===== config.mk =====
export PLATFORM = sky130hd
export DESIGN_NAME = dedup_slot_allocator_deferred_free
export DESIGN_NICKNAME = d
export VERILOG_FILES = /design/src/rtl/core/dsa_pkg.sv /design/src/rtl/core/dedup_slot_allocator_deferred_free.sv /design/src/rtl/core/dsa_front.sv /design/src/rtl/core/dsa_back.sv
export SDC_FILE = /design/constraint.sdc
export NUM_CORES = 2
export LEC_CHECK = 0
export BUFFER_PORTS_ARGS = -buffer_cell sky130_fd_sc_hd__buf_2
export CELL_PAD_IN_SITES_DETAIL_PLACEMENT = 2
export CELL_PAD_IN_SITES_GLOBAL_PLACEMENT = 2
export CORE_AREA = 8 8 872 529
export CTS_CLUSTER_DIAMETER = 100
export DETAILED_ROUTE_END_ITERATION = 8
export DIE_AREA = 0 0 880 537
export GPL_TIMING_DRIVEN = 0
export PLACE_DENSITY_LB_ADDON = 0.1
export SETUP_SLACK_MARGIN = 0.15
export SYNTH_ARGS = -nofsm -noshare
export SYNTH_HDL_FRONTEND = slang
export SYNTH_MEMORY_MAX_BITS = 65536
export SYNTH_SLANG_ARGS = --single-unit

===== constraint.sdc =====
create_clock -name clk -period 4.9 [get_ports clk]
set_input_delay 0.49 -clock clk [delete_from_list [all_inputs] [get_ports clk]]
set_output_delay 0.49 -clock clk [all_outputs]
set_load 0.1 [all_outputs]

===== src/rtl/core/dsa_pkg.sv =====
// dsa_pkg: shared types and constants for the slot allocator
// no dependencies
`default_nettype none
package dsa_pkg;
  localparam int SLOTS = 64;
  localparam int SLOT_W = $clog2(SLOTS);
  localparam int KEY_W = 32;
  localparam int CNT_W = SLOT_W + 1;

  localparam logic [1:0] OP_CREATE  = 2'd0;
  localparam logic [1:0] OP_RELEASE = 2'd1;
  localparam logic [1:0] OP_TICK    = 2'd2;
  localparam logic [1:0] OP_READ    = 2'd3;

  localparam logic [2:0] ST_NEW      = 3'd0;
  localparam logic [2:0] ST_EXISTING = 3'd1;
  localparam logic [2:0] ST_FULL     = 3'd2;
  localparam logic [2:0] ST_RELEASED = 3'd3;
  localparam logic [2:0] ST_IGNORED  = 3'd4;
  localparam logic [2:0] ST_TICK     = 3'd5;
  localparam logic [2:0] ST_READ     = 3'd6;

  // item passed from the front queue to the back end
  typedef struct packed {
    logic [1:0]        op;
    logic [KEY_W-1:0]  key;
    logic [SLOT_W-1:0] slot;
  } cmd_t;

  typedef struct packed {
    logic [SLOT_W-1:0] slot_out;
    logic [2:0]        status;
    logic [KEY_W-1:0]  key_out;
    logic [CNT_W-1:0]  freed_count;
  } res_t;
endpackage
`default_nettype wire


===== src/rtl/core/dedup_slot_allocator_deferred_free.sv =====
// throughput: one item at a time; the back end scans one slot a cycle
// a two-entry queue takes new items while the back end is busy
// reset: synchronous active low; clears maps, hint, frame count, defer to 3; keys read zero
// top level: front queue and back-end sequencer; depends on dsa_pkg, dsa_front, dsa_back
`default_nettype none
module dedup_slot_allocator_deferred_free (
  input  wire logic        clk,
  input  wire logic        rst_n,
  input  wire logic        cfg_we,
  input  wire logic [7:0]  cfg_wdata,
  input  wire logic        in_valid,
  output logic             in_ready,
  input  wire logic [1:0]  in_op,
  input  wire logic [31:0] in_key,
  input  wire logic [5:0]  in_slot,
  output logic             out_valid,
  input  wire logic        out_ready,
  output logic [5:0]       out_slot_out,
  output logic [2:0]       out_status,
  output logic [31:0]      out_key_out,
  output logic [6:0]       out_freed_count
);
  logic [7:0]    defer_r;
  dsa_pkg::cmd_t in_cmd, q_cmd;
  dsa_pkg::res_t res;
  logic          q_valid, q_ready;

  // configuration register
  always_ff @(posedge clk) begin
    if (!rst_n) begin
      defer_r <= 8'd3;
    end else if (cfg_we) begin
      defer_r <= cfg_wdata;
    end
  end

  assign in_cmd = '{in_op, in_key, in_slot};

  dsa_front u_front (
    .clk, .rst_n, .in_valid, .in_ready, .in_cmd,
    .q_valid, .q_ready, .q_cmd
  );

  dsa_back u_back (
    .clk, .rst_n, .cfg_defer(defer_r), .q_valid, .q_ready, .q_cmd,
    .out_valid, .out_ready, .out_res(res)
  );

  assign out_slot_out    = res.slot_out;
  assign out_status      = res.status;
  assign out_key_out     = res.key_out;
  assign out_freed_count = res.freed_count;
endmodule
`default_nettype wire


===== src/rtl/core/dsa_front.sv =====
// dsa_front: input stage and two-entry command queue
// depends on dsa_pkg
`default_nettype none
module dsa_front (
  input  wire logic                clk,
  input  wire logic                rst_n,
  input  wire logic                in_valid,
  output logic                     in_ready,
  input  wire dsa_pkg::cmd_t       in_cmd,
  output logic                     q_valid,
  input  wire logic                q_ready,
  output dsa_pkg::cmd_t            q_cmd
);
  dsa_pkg::cmd_t mem_r [2];
  logic          wp_r, rp_r, wp_nxt, rp_nxt;
  logic [1:0]    cnt_r, cnt_nxt;
  logic          push, pop;

  assign in_ready = (cnt_r != 2'd2);
  assign q_valid  = (cnt_r != 2'd0);
  assign q_cmd    = mem_r[rp_r];
  assign push     = in_valid && in_ready;
  assign pop      = q_valid && q_ready;

  // pointer and fill count
  always_comb begin
    wp_nxt  = push ? ~wp_r : wp_r;
    rp_nxt  = pop ? ~rp_r : rp_r;
    cnt_nxt = cnt_r + {1'b0, push} - {1'b0, pop};
  end

  always_ff @(posedge clk) begin
    if (!rst_n) begin
      wp_r  <= 1'b0;
      rp_r  <= 1'b0;
      cnt_r <= 2'd0;
    end else begin
      wp_r  <= wp_nxt;
      rp_r  <= rp_nxt;
      cnt_r <= cnt_nxt;
    end
  end

  // queue storage
  always_ff @(posedge clk) begin
    if (push) begin
      mem_r[wp_r] <= in_cmd;
    end
  end
endmodule
`default_nettype wire


===== src/rtl/core/dsa_back.sv =====
// dsa_back: slot table and scanning sequencer, one slot a cycle
// depends on dsa_pkg
`default_nettype none
module dsa_back (
  input  wire logic                 clk,
  input  wire logic                 rst_n,
  input  wire logic [7:0]           cfg_defer,
  input  wire logic                 q_valid,
  output logic                      q_ready,
  input  wire dsa_pkg::cmd_t        q_cmd,
  output logic                      out_valid,
  input  wire logic                 out_ready,
  output dsa_pkg::res_t             out_res
);
  typedef enum logic [5:0] {
    S_IDLE  = 6'b000001,
    S_MATCH = 6'b000010,
    S_FREE  = 6'b000100,
    S_TICK  = 6'b001000,
    S_ONE   = 6'b010000,
    S_DONE  = 6'b100000
  } state_t;

  localparam int SW = dsa_pkg::SLOT_W;
  localparam int KW = dsa_pkg::KEY_W;
  localparam int CW = dsa_pkg::CNT_W;

  state_t            st_r;
  dsa_pkg::cmd_t     cmd_r;
  logic [CW-1:0]     idx_r;
  logic [CW-1:0]     hint_r;
  logic [CW-1:0]     newhint_r;
  logic [CW-1:0]     freed_r;
  logic [31:0]       frame_r;
  logic [dsa_pkg::SLOTS-1:0] alloc_r, park_r;
  logic [KW-1:0]     keys_r  [dsa_pkg::SLOTS];
  logic [31:0]       stamp_r [dsa_pkg::SLOTS];
  logic [KW-1:0]     key_rd_r;
  logic [31:0]       stamp_rd_r;
  logic [SW-1:0]     rd_addr;
  logic [SW-1:0]     cur;
  logic [31:0]       age;
  logic              live;

  assign cur     = idx_r[SW-1:0];
  assign q_ready = (st_r == S_IDLE) && !out_valid;
  assign age     = frame_r - stamp_rd_r;
  // a slot's key only counts while it is allocated and not parked, else it reads as zero
  assign live    = alloc_r[cmd_r.slot] && !park_r[cmd_r.slot];

  // read address: the slot the next cycle works on
  always_comb begin
    case (st_r)
      S_IDLE: begin
        if (q_cmd.op == dsa_pkg::OP_RELEASE || q_cmd.op == dsa_pkg::OP_READ) begin
          rd_addr = q_cmd.slot;
        end else begin
          rd_addr = '0;
        end
      end
      S_MATCH, S_TICK: rd_addr = cur + 1'b1;
      default: rd_addr = '0;
    endcase
  end

  // registered reads of key and stamp tables
  always_ff @(posedge clk) begin
    key_rd_r   <= keys_r[rd_addr];
    stamp_rd_r <= stamp_r[rd_addr];
  end

  // sequencer: match scan, free scan, tick sweep, single-slot ops
  always_ff @(posedge clk) begin
    if (!rst_n) begin
      st_r      <= S_IDLE;
      out_valid <= 1'b0;
      alloc_r   <= '0;
      park_r    <= '0;
      hint_r    <= '0;
      frame_r   <= '0;
      idx_r     <= '0;
      freed_r   <= '0;
      newhint_r <= '0;
    end else begin
      if (out_valid && out_ready) out_valid <= 1'b0;
      case (st_r)
        S_IDLE: begin
          if (q_valid && q_ready) begin
            cmd_r   <= q_cmd;
            idx_r   <= '0;
            freed_r <= '0;
            case (q_cmd.op)
              dsa_pkg::OP_CREATE: st_r <= S_MATCH;
              dsa_pkg::OP_TICK: begin
                frame_r   <= frame_r + 32'd1;
                newhint_r <= hint_r;
                st_r      <= S_TICK;
              end
              default: st_r <= S_ONE;
            endcase
          end
        end
        S_MATCH: begin
          if (alloc_r[cur] && !park_r[cur] && key_rd_r == cmd_r.key) begin
            out_res <= '{cur, dsa_pkg::ST_EXISTING, cmd_r.key, '0};
            st_r    <= S_DONE;
          end else if (idx_r == CW'(dsa_pkg::SLOTS - 1)) begin
            idx_r <= hint_r;
            st_r  <= S_FREE;
          end else begin
            idx_r <= idx_r + 1'b1;
          end
        end
        S_FREE: begin
          if (idx_r >= CW'(dsa_pkg::SLOTS)) begin
            out_res <= '{'0, dsa_pkg::ST_FULL, '0, '0};
            st_r    <= S_DONE;
          end else if (!alloc_r[cur]) begin
            alloc_r[cur] <= 1'b1;
            keys_r[cur]  <= cmd_r.key;
            hint_r       <= idx_r + 1'b1;
            out_res      <= '{cur, dsa_pkg::ST_NEW, cmd_r.key, '0};
            st_r         <= S_DONE;
          end else begin
            idx_r <= idx_r + 1'b1;
          end
        end
        S_TICK: begin
          if (park_r[cur] && age >= {24'd0, cfg_defer}) begin
            park_r[cur]  <= 1'b0;
            alloc_r[cur] <= 1'b0;
            freed_r      <= freed_r + 1'b1;
            if (idx_r < newhint_r) newhint_r <= idx_r;
          end
          if (idx_r == CW'(dsa_pkg::SLOTS - 1)) begin
            // last slot folded in here so the result sees it
            if (park_r[cur] && age >= {24'd0, cfg_defer}) begin
              out_res <= '{'0, dsa_pkg::ST_TICK, '0, freed_r + 1'b1};
              hint_r  <= (idx_r < newhint_r) ? idx_r : newhint_r;
            end else begin
              out_res <= '{'0, dsa_pkg::ST_TICK, '0, freed_r};
              hint_r  <= newhint_r;
            end
            st_r <= S_DONE;
          end else begin
            idx_r <= idx_r + 1'b1;
          end
        end
        S_ONE: begin
          if (cmd_r.op == dsa_pkg::OP_RELEASE) begin
            if (!live) begin
              out_res <= '{cmd_r.slot, dsa_pkg::ST_IGNORED, '0, '0};
            end else begin
              park_r[cmd_r.slot]  <= 1'b1;
              stamp_r[cmd_r.slot] <= frame_r;
              out_res <= '{cmd_r.slot, dsa_pkg::ST_RELEASED, '0, '0};
            end
          end else begin
            out_res <= '{cmd_r.slot, dsa_pkg::ST_READ, live ? key_rd_r : '0, '0};
          end
          st_r <= S_DONE;
        end
        S_DONE: begin
          out_valid <= 1'b1;
          st_r      <= S_IDLE;
        end
        default: st_r <= S_IDLE;
      endcase
    end
  end
endmodule
`default_nettype wire


# After elaboration in Yosys (flattened, before gate mapping)
# Memory sizes are Yosys's and may differ from the RTL's. A register that Yosys moved wholly into a read port is not among the register bits.
# Cells that the tools add are included.
# word_totals
n_memories	3
input_bits	53
ram_bits	4176
elab_cells	177
out_inout_bits	50
ff_bits	295
# mem_list
memory	depth	width	rd	rd_clocked_by_memory_dff	wr	line_no	text
u_back.keys_r	64	32	1	1	1	dsa_back.sv:36	logic [KW-1:0] keys_r [dsa_pkg::SLOTS];
u_back.stamp_r	64	32	1	1	1	dsa_back.sv:37	logic [31:0] stamp_r [dsa_pkg::SLOTS];
u_front.mem_r	2	40	1	1	1	dsa_front.sv:14	dsa_pkg::cmd_t mem_r [2];
# classes
addsub	7
magnitude_cmp	7
n_bitwise	7
eq_ne	27
n_mux	73
n_reduce_logical	33
# ops
operator	count
64-bit 2-to-1 mux	6
64-bit one-hot mux with 2 select lines	2
48-bit 2-to-1 mux	4
48-bit one-hot mux with 4 select lines	1
64-bit AND	2
64-bit OR	2
7-bit 2-to-1 mux	15
42-bit 2-to-1 mux	2
64-bit NOT	1
6-bit 2-to-1 mux	7
7-bit one-hot mux with 2 select lines	3
32-bit by 1-bit adder with 32-bit output, second input constant	1
32-bit == test	1
32-bit by 8-bit >= comparator with 1-bit output	1
32-bit 2-to-1 mux	1
32-bit subtractor	1
6-bit one-hot mux with 5 select lines	1
7-bit one-hot mux with 4 select lines	1
1-bit binary-select mux with 6-bit select	4
1-bit 2-to-1 mux	22
4-bit AND reduction	4
7-bit by 1-bit adder with 7-bit output, second input constant	2
6-bit by 7-bit < comparator with 1-bit output, second input constant	2
2-bit != test, second input constant	7
other kinds (32)	61

# Logic depth before layout (Yosys ltp)
# logic_depth
depth_word	9
mapped_depth	21
ltp_nobuf	19

# Cells and area by module
# A second synthesis with hierarchy kept.
# hier_totals
hier_cells	14435
hier_area_um2	183817.5
# modules_own_cells
mod	seq_area_each_um2	n_inst	area_per_inst_um2	cells_per_inst
dsa_back	130825.5	1	180388.0	14262
dsa_front	2502.4	1	3133.0	148
dedup_slot_allocator_deferred_free	160.2	1	296.5	25

# Worst setup path before layout
# OpenSTA, ideal clock, no wires.
# synth_path
kind	flip-flop to flip-flop
start	register u_back.idx_r[0]
end	memory u_back.keys_r[23][0] (netlist bit), enable pin
stages_incl_launch_ff	10
n_path_buf	2
setup_slack_ns	-0.124
t_arrival_ns	4.558
setup_ns	0.465
synth_period_minus_slack_ns	5.024
required_ns	4.435
path_cell_list	dfxtp_1 > clkbuf_2 > buf_2 > mux4_2 > mux2i_1 > o22ai_1 > nor4_2 > nor3b_2 > nand2_2 > nor3_1
# synth_between
elab_chain_len	7
elab_cells_between_ends	8
cone_classes	1 x order compare; 7 x mux
# synth_rtl
item	line_no	text
start: declaration	dsa_back.sv:30	logic [CW-1:0] idx_r;
start signal: assignment	dsa_back.sv:108	idx_r <= hint_r;
start signal: assignment	dsa_back.sv:111	idx_r <= idx_r + 1'b1;
start signal: assignment	dsa_back.sv:125	idx_r <= idx_r + 1'b1;
1-bit binary-select mux with 6-bit select	dsa_back.sv:118	end else if (!alloc_r[cur]) begin
1-bit 2-to-1 mux (not written as such)	dsa_back.sv:118	
1-bit 2-to-1 mux	dsa_back.sv:118	
1-bit 2-to-1 mux	dsa_back.sv:115	if (idx_r >= CW'(dsa_pkg::SLOTS)) begin
1-bit 2-to-1 mux	dsa_back.sv:86	case (st_r)
1-bit 2-to-1 mux	dsa_back.sv:74	if (!rst_n) begin
1-bit 2-to-1 mux (not written as such)	dsa_back.sv:120	keys_r[cur] <= cmd_r.key;
end: declaration	dsa_back.sv:36	
# Parallel ways exist; a longest one is shown, timed or not. The select of a mux whose other input is x is not followed.

# Worst setup path after layout
# layout_path
start	register u_back.st_r[5]
end	register u_back.stamp_rd_r[12], read port of u_back.stamp_r
# layout_between
elab_chain_len	3
elab_cells_between_ends	5
cone_classes	3 x eq/ne; 1 x mux; 1 x reduce/logical
# layout_rtl
item	line_no	text
start: declaration	dsa_back.sv:28	state_t st_r;
start signal: assignment	dsa_back.sv:75	st_r <= S_IDLE;
start signal: assignment	dsa_back.sv:93	dsa_pkg::OP_CREATE: st_r <= S_MATCH;
start signal: assignment	dsa_back.sv:97	st_r <= S_TICK;
6-bit by 2-bit == test with 1-bit output / 6-bit by 4-bit == test with 1-bit output (equally long branches)	dsa_back.sv:53	case (st_r)
2-bit OR reduction	dsa_back.sv:53	
6-bit one-hot mux with 2 select lines (*)	dsa_back.sv:53	
end: declaration	dsa_back.sv:39	logic [31:0] stamp_rd_r;
# Every way passes the cells marked *; elsewhere a longest branch is shown, timed or not.
# A chain may end at the register's enable or synchronous reset.

==> results.cfg <==
[placement]
io_buffers = 100
hpwl_um = 607000
globalplace.congestion = 0.952
place_ws_ns = -3.21
place_area_um2 = 200000

[synth]
synth_commonest_cells = 4314 x nand2_1, 4264 x edfxtp_1, 2090 x nand3_1, 732 x clkbuf_1, 645 x a311oi_1
synthArstFlopShare_pct = 0
synth.area.top_cells = edfxtp_1 70%, nand2_1 8.8%, nand3_1 5.7%
yosys_warnings = 0
synth-edff-count = 4264
synth_largest_area_cell = edfxtp_1
syn-num-nets = 14600
synthFlopType = edfxtp_1
synthCells = 14500
synth.most_common_cell = nand2_1
synth_cell_type_count = 90
ys_seq_area_share_pct = 72.9
synth-seq-cells = 4536
synth_top_area_share_pct = 69.9
syn_area_um2 = 183000
avgSynthCellArea_um2 = 12.6

[floorplan]
chipWidth_um = 880
num_rows = 191
io_pins = 103
core_area_um2 = 449000
die_h_um = 537
initial_utilization_pct = 40.8
die_area_um2 = 473000

[global_routing]
grt_usage_pct = 34.9
grt_overflow = 0
antenna_found_initial = 103
grt_pass1_wl_um = 1160000
grt_pass1_vias = 144000
grt_max_degree = 66

[worst_setup_path]
endpoint_kind = flop
rr_worst_depth = 12
reg2reg_from = u_back.st_r[5]
slowest_delay_ns = 0.61
critical_path_buf_inv_count = 2
path_cells = or4_4, or3b_4, nand2_2, nand2_1, nand2_4, buf_8, clkbuf_1, a311oi_1, a311oi_1, a31oi_2, a211oi_4, a21oi_1
cp_max_fo = 11
cp.arrival_ns = 5.92
cp.required_ns = 5.78
cp.depth = 12
r2r_slack_ns = -0.14
crit_start = u_back.st_r[5]
critPathLaunchType = flop
crit_path_frequent_cell = a311oi_1
crit_family = compound AO/OA/AOI/OAI gates
slowest_stage = or4_4
r2r_end = u_back.stamp_rd_r[12]
crit_type = reg -> reg

[timing]
maxSlewViolCount = 11
setup_viol = 379
hold_viol = 0
holdWs_ns = 0.139
tns_ns = -11.39
fin_crit_sh_pct = 103
relSlewSlack_pct = -6.14
min_period_ns = 5.04
rsz0062_at_grt = yes
worstMarginPinSlew_ns = 1.59
timing.final.ws_setup_ns = -0.144
max_freq_mhz = 198
clock_skew_ns = 0.0729

[finish]
syn2layout_area_growth_pct = 21.5
drive_above_1_share_pct = 16.6
final_nets = 15800
stdcell_area_um2 = 222000
fillers = 42300

[clocking]
htreeDepth = 5
clk-insertion-delay-late_ns = 1.08
cts_buffers = 433
cts_max_path_buffers = 4
clkSlewWorstSetupHoldPaths_ns = 0.07
tritoncts = done
root_buffer = clkbuf_16
cts_sinks = 4536

[routing]
drc = 0
post_drt_via_cell_ratio = 6.31
ant_nets = 0
totalWireLength_um = 853000
via_count = 139000
drtIter0Drc = 19200
first_pass_iters = 6
wl_per_cell_um = 38.7

[status]
outcome = finished, violations left
violations = max-capacitance violations, max-slew violations, negative setup slack

[hold_path]
whs_path_depth = 2
holdPathEnd = u_front.mem_r[1][37]
hold_start = in_key[31]
min_path_type = in -> reg

[power_and_ir_drop]
power.density_nw_per_um2 = 633
max-vdd-ir-drop_uv = 408
leakagePower_uw = 0.0765

[run]
maxCapViolCount = 1
-- how the worst max path moves through the flow --
stage,end
finish,u_back.stamp_rd_r[12]
detailed placement,u_back.key_rd_r[2]
floorplan,u_back.keys_r[23][0]
global placement,u_back.keys_r[39][15]
CTS,u_back.keys_r[30][0]
global route,u_back.out_res[45]
-- layout make-up --
| type | instances | area (um^2) | share of cell area, % |
|---|---|---|---|
| diodes | 49 | 123 | 0.0551 |
| plain buffers | 1048 | 5790 | 2.60 |
| clock buffers | 561 | 11800 | 5.31 |
| clock inverters | 227 | 2080 | 0.934 |
| inverters | 76 | 297 | 0.133 |
| multi-input cells | 8874 | 49800 | 22.4 |
| flip-flops and latches | 4536 | 134000 | 60.1 |
| well taps | 5983 | 7490 | 3.37 |
| repair buffers | 707 | 11300 | 5.10 |
-- power breakdown --
part           internal [uW]  switching [uW]  leakage [uW]
sequential             43700             754        0.0413
clock                  18800           15700       0.00685
combinational          15300           46500        0.0283
-- state kept, by name, indices dropped and copies added (netlist names), named ones only --
register and cells:
defer_r 8, u_back.cmd_r 40, u_back.frame_r 32, u_back.freed_r 7, u_back.hint_r 7, u_back.idx_r 7, u_back.key_rd_r 32, u_back.keys_r 2048
u_back.newhint_r 7, u_back.out_res 48, u_back.out_valid 1, u_back.park_r 64, u_back.st_r 6, u_back.stamp_r 2048, u_back.stamp_rd_r 32, u_front.cnt_r 2
u_front.mem_r 80, u_front.rp_r 1, u_front.wp_r 1
-- per-stage QoR --
step	utilization [%]	instances	power, uW
CTS	49.1	21900	138000
floorplan	-	14500	68800
global placement	42.6	20600	94500
detailed placement	44.6	21000	99000
global route	49.6	22000	144000
finish	49.6	22100	141000
-- cell usage in the layout, fill, tap and decap left out, types with 38 or more instances in the layout --
| cell | synthesis | final |
|---|---|---|
| xor2_1 | 60 | 58 |
| nand3_1 | 2090 | 2081 |
| inv_1 | 73 | 71 |
| a311oi_2 | 0 | 123 |
| buf_16 | 0 | 166 |
| mux2_2 | 52 | 52 |
| dlygate4sd3_1 | 0 | 51 |
| nor2_1 | 236 | 103 |
| a211oi_1 | 86 | 40 |
| dfxtp_1 | 272 | 235 |
| a31oi_2 | 0 | 63 |
| nor3_1 | 81 | 56 |
| clkbuf_8 | 0 | 43 |
| a31oi_4 | 0 | 61 |
| mux4_2 | 39 | 39 |
| buf_4 | 11 | 168 |
| ha_1 | 51 | 46 |
| o22ai_1 | 112 | 105 |
| nand2_1 | 4314 | 4303 |
| a21oi_1 | 203 | 136 |
| and3_1 | 284 | 281 |
| clkbuf_2 | 3 | 234 |
| diode_2 | 0 | 49 |
| nor2_4 | 0 | 126 |
| buf_12 | 0 | 206 |
| clkinv_2 | 0 | 86 |
| a311oi_1 | 645 | 506 |
| clkbuf_16 | 0 | 456 |
| buf_6 | 6 | 69 |
| clkbuf_1 | 732 | 496 |
| clkinv_1 | 1 | 88 |
| clkbuf_4 | 0 | 69 |
| buf_2 | 260 | 304 |
| o21ai_0 | 68 | 59 |
| a21oi_4 | 0 | 38 |
| edfxtp_1 | 4264 | 4264 |
-- metal layers --
metal  wire [um]  vias to the layer above  track usage (%)
li1            -                    56100                -
met1      347000                    73900             48.0
met2      372000                     7748             52.4
met3       99100                     1432             10.2
met4       35100                       38             13.2
met5         368                        -                0
-- cells by family (layout without fill, tap and decap cells) --
group	count (synthesis)	count (layout)	synth area share [%]
muxes	133	133	1.03
other	0	49	0
xor gates and xnor gates	79	79	0.378
buffers and inverters	1125	2619	2.53
adders and majority gates	52	52	0.360
AOI/OAI and AO/OA	1454	1454	5.96
and+or+nand+nor	7156	7156	16.8
DFF	4536	4536	72.9
-- repair_timing --
action                                  CTS  global route
hold buffers                             51             0
setup endpoints to repair              4404          3969
resized for setup                       994           282
pin swaps                               108            59
cloned                                    5             7
buffers inserted                        128            74
endpoints found under the hold margin   100             0
No activity file was read; power rests on OpenSTA's default activity.
